### src/design/cne_pkg.sv
`timescale 1ns / 1ps
// ----------------------------------------------------------------------------
// cne_pkg
// shared types, constants and helpers of the contrast normalized edge block
// ----------------------------------------------------------------------------
package cne_pkg;

  // geometry
  localparam int MAX_WIDTH  = 1024;
  localparam int MAX_HEIGHT = 4096;
  localparam int COL_W      = $clog2(MAX_WIDTH);
  localparam int ROW_W      = $clog2(MAX_HEIGHT);
  localparam int FW_W       = 11;
  localparam int FH_W       = 13;
  localparam int PIX_W      = 8;

  // configuration port
  localparam int CFG_W      = 13;
  localparam int IDX_W      = 3;

  typedef enum logic [IDX_W-1:0] {
    REG_FRAME_WIDTH      = 3'd0,
    REG_FRAME_HEIGHT     = 3'd1,
    REG_FOUR_BIT_MODE    = 3'd2,
    REG_THRESHOLD_ENABLE = 3'd3,
    REG_THRESHOLD_HIGH   = 3'd4
  } cfg_reg_t;

  // request kinds
  localparam logic REQ_PIXEL = 1'b0;
  localparam logic REQ_FLUSH = 1'b1;

  // arithmetic widths
  localparam int NUM_W       = 15;  // signed edge sum, |sum| <= 9180
  localparam int TOT_W       = 12;  // sum of nine pixels
  localparam int QUO_W       = 14;  // quotient magnitude
  localparam int DIV_CNT_W   = $clog2(QUO_W);
  localparam int RECIP_W     = 13;
  localparam int RECIP_SHIFT = 16;
  localparam logic [RECIP_W-1:0] RECIP_NINE = 13'd7282;  // ceil(2^16 / 9)

  localparam int K_CENTRE = 36;
  localparam int K_CORNER = 9;

  // output levels
  localparam logic [PIX_W-1:0] LIM_8BIT = 8'd255;
  localparam logic [PIX_W-1:0] LIM_4BIT = 8'd16;
  localparam logic [PIX_W-1:0] HI_8BIT  = 8'd250;
  localparam logic [PIX_W-1:0] LO_8BIT  = 8'd16;
  localparam logic [PIX_W-1:0] HI_4BIT  = 8'd10;
  localparam logic [PIX_W-1:0] LO_4BIT  = 8'd3;

  typedef struct packed {
    logic             start;
    logic [QUO_W-1:0] dividend;
    logic [PIX_W-1:0] divisor;
  } div_req_t;

  typedef struct packed {
    logic             done;
    logic [QUO_W-1:0] quotient;
  } div_res_t;

  function automatic logic [PIX_W-1:0] finish_value(input logic [PIX_W-1:0] v,
                                                    input logic thr_en,
                                                    input logic four_bit,
                                                    input logic [PIX_W-1:0] thr);
    logic [PIX_W-1:0] r;
    if (!thr_en) begin
      r = v;
    end else if (v > thr) begin
      r = four_bit ? HI_4BIT : HI_8BIT;
    end else begin
      r = four_bit ? LO_4BIT : LO_8BIT;
    end
    return r;
  endfunction

endpackage

### src/design/cne_divider.sv
`timescale 1ns / 1ps
// ----------------------------------------------------------------------------
// cne_divider
// radix-2 restoring divider, one quotient bit per cycle
// ----------------------------------------------------------------------------
module cne_divider (
  input  logic              clk,
  input  logic              rst,
  input  cne_pkg::div_req_t req,
  output cne_pkg::div_res_t res
);
  import cne_pkg::*;

  logic                 busy;
  logic                 done;
  logic [DIV_CNT_W-1:0] cnt;
  logic [PIX_W-1:0]     rem;
  logic [QUO_W-1:0]     quo;
  logic [PIX_W-1:0]     dsr;
  logic [PIX_W:0]       partial;
  logic [PIX_W:0]       diff;
  logic                 fits;
  logic                 last_step;

  assign partial   = {rem, quo[QUO_W-1]};
  assign fits      = partial >= {1'b0, dsr};
  assign diff      = partial - {1'b0, dsr};
  assign last_step = (cnt == DIV_CNT_W'(QUO_W - 1));

  always_ff @(posedge clk) begin
    if (rst) begin
      busy <= 1'b0;
      done <= 1'b0;
      cnt  <= '0;
    end else begin
      done <= 1'b0;
      if (req.start) begin
        busy <= 1'b1;
        cnt  <= '0;
      end else if (busy) begin
        cnt <= cnt + 1'b1;
        if (last_step) begin
          busy <= 1'b0;
          done <= 1'b1;
        end
      end
    end
  end

  // remainder stays below the divisor, so it fits the pixel width
  always_ff @(posedge clk) begin
    if (req.start) begin
      rem <= '0;
      quo <= req.dividend;
      dsr <= req.divisor;
    end else if (busy) begin
      rem <= fits ? diff[PIX_W-1:0] : partial[PIX_W-1:0];
      quo <= {quo[QUO_W-2:0], fits};
    end
  end

  assign res.done     = done;
  assign res.quotient = quo;

  assert property (@(posedge clk) disable iff (rst) req.start |-> !busy)
    else $error("divider restarted while busy");
  assert property (@(posedge clk) disable iff (rst) (busy && last_step) |=> done)
    else $error("divider missed its done pulse");
  assert property (@(posedge clk) disable iff (rst) done |-> !busy)
    else $error("divider done while still busy");

endmodule

### config.mk
export PLATFORM = sky130hd
export DESIGN_NAME = cne_divider
export DESIGN_NICKNAME = d
export VERILOG_FILES = /design/src/design/cne_pkg.sv /design/src/design/cne_divider.sv
export SDC_FILE = /design/constraint.sdc
export NUM_CORES = 1
export LEC_CHECK = 0
export BUFFER_PORTS_ARGS = -buffer_cell sky130_fd_sc_hd__buf_2
export CAP_MARGIN = 20
export CORE_AREA = 5 5 63 65
export CTS_CLUSTER_SIZE = 8
export DETAILED_ROUTE_END_ITERATION = 12
export DIE_AREA = 0 0 68 70
export HOLD_SLACK_MARGIN = 0.08
export PLACE_DENSITY_LB_ADDON = 0.12
export SLEW_MARGIN = 5
export SYNTH_ARGS = -nofsm -noshare
export SYNTH_HDL_FRONTEND = slang
export SYNTH_SLANG_ARGS = --single-unit
### constraint.sdc
create_clock -name clk -period 3.25 [get_ports clk]
set_clock_uncertainty 0.15 [all_clocks]
set_input_delay 0 -clock clk [delete_from_list [all_inputs] [get_ports clk]]
set_output_delay 0 -clock clk [all_outputs]
set_load 0.02 [all_outputs]
Word-level counts from Yosys, hierarchy flattened:

Cells that the tools add are included.

* register bits: 36
* output and inout bits: 15
* word-level logic and storage cells: 21

* add/subtract/negate cells: 2
* magnitude comparators: 1
* equality and inequality tests: 1
* multiplexer cells: 7
* bitwise gates (word level): 1
* reductions and logical operators: 3

Operators by type and width (count)
* $mux 14: 2
* $ge 9x8->1: 1
* $mux 8: 1
* $sub 8x8->8: 1
* $add 4x1->4 const B: 1
* $eq 4x4->1 const B: 1
* $mux 1: 4
* $reduce_or 3->1: 1
* $reduce_bool 2->1: 1
* $reduce_or 2->1: 1
* $not 1->1: 1

Longest topological paths before layout:

* depth after elaboration: 4
* gate-level depth with buffers: 8

Worst setup path before layout:

No wires, ideal clock.

* path kind: register to register
* start point: register quo[13]
* end point: register rem[6]
* library setup time: 84 ps
* arrival: 1908 ps
* path slack: 1108 ps
* stages on the path, launching flop included: 9
* path buffers: 0
* period minus slack after synthesis: 2142 ps
* cells stage by stage: edfxtp_1 > inv_1 > ha_1 > fa_1 > nand2b_1 > a21oi_1 > or4b_1 > and4_1 > o31ai_2

* cells in the longest elaborated chain, start to end: 2

RTL lines
* start: declaration: line cne_divider.sv:18 `logic [QUO_W-1:0] quo;`
* start signal: assignment: line cne_divider.sv:54 `quo <= req.dividend;`
* start signal: assignment: line cne_divider.sv:58 `quo <= {quo[QUO_W-2:0], fits};`
* $sub 8x8->8 or $ge 9x8->1 (tied branches): line cne_divider.sv:27, cne_divider.sv:26
* $mux 8 *: line cne_divider.sv:57 `rem <= fits ? diff[PIX_W-1:0] : partial[PIX_W-1:0];`
* end signal: assignment: line cne_divider.sv:57
* end: declaration: line cne_divider.sv:17 `logic [PIX_W-1:0] rem;`

Mark *: on every way between the ends. The rest lies on a longest branch, timed or not.
A chain may end at the register's enable or synchronous reset.

Final worst setup path:

* start point: register dsr[6]
* end point: register rem[2]

* cells in the longest elaborated chain, start to end: 2

RTL lines
* start: declaration: line cne_divider.sv:19 `logic [PIX_W-1:0] dsr;`
* start signal: assignment: line cne_divider.sv:55 `dsr <= req.divisor;`
* $ge 9x8->1: line cne_divider.sv:26 `assign fits = partial >= {1'b0, dsr};`
* $mux 8: line cne_divider.sv:57

No other way between the ends.

==> impl_results.md <==
- Netlist Area Pre-Place: 1849 um2
- Clock slew at reported path FFs: 0.11 ns
- # H-tree levels: 2
- Grt met3 use: 0.05609
- Post-Syn Instances: 158
- Endpoints failing hold: 0
- Final #Nets: 259
- Core ar.: 3284 um2
- Endpoints failing setup: 0
- Port-buffer cells: 39
- Initial antenna violation count: 0
- Sequential element share of the synthesized area: 0.5088
- All-layer global routing usage: 0.1824
- Hold_ws: 0.2174 ns
- Yosys reg bits: 36
- Placed Area: 2071 um2
- Area Overhead vs Synth: 28.69%
- Ant diodes: 0
- Drt pass-1 iters: 4
- Gr busiest metal: met2
- Total gr overflow: 0
- CTS tree: yes
- Fin crit share: 0.6934
- I/O Pins: 40
- Crit Path Max Fanout: 12
- Lkg Pwr: 0.001011 uW
- Worst reg-to-reg path cell count: 7
- CTS sink count: 36
- Die H: 70 um
- CP startpoint kind: flop
- Met1 usage: 0.2218
- Fin crit period: 2.254 ns
- DR vias/cell: 5.093
- Largest net degree at the start of global routing: 30
- Commonest non-fill, non-tap cell in the layout: buf_2
- Yosys warnings: 0
- Routed len/inst: 14.37 um
- Max-cap violations: 0
- DP HPWL: 2515 um
- Critical path destination: rem[2]$_SDFFE_PP0P_
- Root Buffer: clkbuf_4
- Initial cell density of the core: 0.5630
- Critical Path Start: dsr[6]$_DFFE_PP_
- Worst r2r dst: rem[2]$_SDFFE_PP0P_
- Syn nets: 194
- DIE AREA: 4760 um2
- Num CTS Buffers: 5
- Worst hold path stage count: 2
- Slew margin rel.: 0.5954
- PD cells: 429.8 nW/um2
- Unrepaired setup endpoints after global routing: false
- Async S/R FF share, synth: 0
- Peak VDD IR: 0.3121 mV
- Vias post-DR: 1375
- Design area: 2380 um2
- Slew Limit Fails: 0
- Status: finished, final reports clean
- Slew @ Worst Pin: 0.6069 ns
- Met2 Usage GRT: 0.3041
- F_max: 0.4437 GHz
- Worst Hold Class: in -> reg
- Initial drt markers: 133
- Top cell type's share of synthesized area: 0.3572
- Post-Syn Area per Cell: 11.70 um2
- Post-CTS setup buffers: 0
- Area leader, netlist: edfxtp_1
- Placer Congestion: 0.7959
- Die X: 68 um
- Clock Tree Buf Depth: 2
- Detail Route Antenna Nets: 0
- WL final: 3880 um
- WS Path Type: reg -> reg
- Critical path capture point type: flop
- Worst R2R Start: dsr[6]$_DFFE_PP_
- Commonest non-fill, non-tap cells in the layout: buf_2 (39), dlygate4sd3_1 (24), edfxtp_1 (22)
- R2r setup slk: 1.0 ns
- Largest cells by area after synthesis: edfxtp_1 (36%), dfxtp_1 (15%), mux2_2 (8.5%), ha_1 (6.8%), nor2_1 (3.2%)
- Share of layout cells above drive strength 1: 0.3036
- First-pass GRT wire length: 6534 um
- Library cells used by synthesis: 42
- Clk_lat worst skew: 0.33 ns
- DR DRC count: 0
- Row cnt: 21
- Primary FF master, synth: edfxtp_1
- Post-synth EDFFs: 22
- CP required: 3.30 ns
- Vias in the first global route: 1429
- Critical Path AT: 2.30 ns
- Total negative setup slack: 0 ns
synth_stat cells (2+ instances only):
cell	count
inv_1	12
mux2_2	14
a211oi_1	3
mux2i_1	4
ha_1	10
nand2b_1	4
a21o_1	3
clkbuf_1	2
a21oi_1	5
o21ai_0	4
dfxtp_1	14
nand2_1	10
xor2_1	6
nand3_1	2
edfxtp_1	22
xnor2_1	2
nor2_1	16
report_power, final:
group	leakage [uW]	internal (uW)	switching [uW]
registers	0.000334	523	19.7
clock network	0.0000386	127	142
logic	0.000639	99.3	111
per-layer routing:
metal | vias to the layer above | part of all wire
met4 | 0 | 0.0095
met1 | 642 | 0.42
li1 | 698 | -
met5 | - | 0
met3 | 4 | 0.039
met2 | 31 | 0.53
worst max-delay path: stages (launching register included):
cell,delay [ns]
edfxtp_1,0.33
inv_1,0.04
ha_1,0.39
and3_4,0.24
nand3_2,0.08
o21ai_2,0.49
mux2i_1,0.31
a211oi_2,0.09
worst min path at each step:
stage | from | end
after floorplan | rst | busy$_SDFF_PP0_
after global placement | rst | busy$_SDFF_PP0_
after detailed placement | req[7] | dsr[7]$_DFFE_PP_
after CTS | req[7] | dsr[7]$_DFFE_PP_
after global routing | req[6] | dsr[6]$_DFFE_PP_
final | req[2] | dsr[2]$_DFFE_PP_
final cells by class:
| class | instances | area [um2] |
|---|---|---|
| inverters | 12 | 45.04 |
| fillers | 230 | 904.6 |
| multi-input cells | 105 | 832.0 |
| flip-flops and latches | 36 | 940.9 |
| clock buffers | 8 | 68.82 |
| well taps | 46 | 57.56 |
| repair buffers | 63 | 435.4 |
cell families (layout without fill, tap and decap cells):
group           after synthesis  in the layout  synth area share
compound gates               25             25            0.1089
xor+xnor                      8              8           0.03789
fa+ha+maj                    11             11           0.07848
buf+inv                      17             83           0.04127
flops                        36             36            0.5088
mux                          18             18            0.1069
simple gates                 43             43            0.1177
state kept, by name (all words and copies together) (netlist names):
name	flops
dsr	8
rem	8
done	1
busy	1
quo	14
cnt	4
stage by stage:
stage | power (uW) | utilization | setup WS [ns] | std cells
after floorplan | 682.3 | - | 1.108 | 158
after global placement | 735.2 | 0.6305 | 1.089 | 238
after detailed placement | 738.2 | 0.6305 | 1.043 | 238
after CTS | 1032 | 0.7246 | 1.003 | 270
after global routing | 1080 | 0.7246 | 0.8809 | 270
final | 1023 | 0.7246 | 0.9964 | 270
timing repair:
item / in CTS / in global routing
hold buffers: 24 / 0
gates resized for setup: 0 / 0
endpoints found under the setup margin: 0 / 0
hold endpoints to repair: 36 / 0
Note: power is estimated with default switching activity, not from simulation.
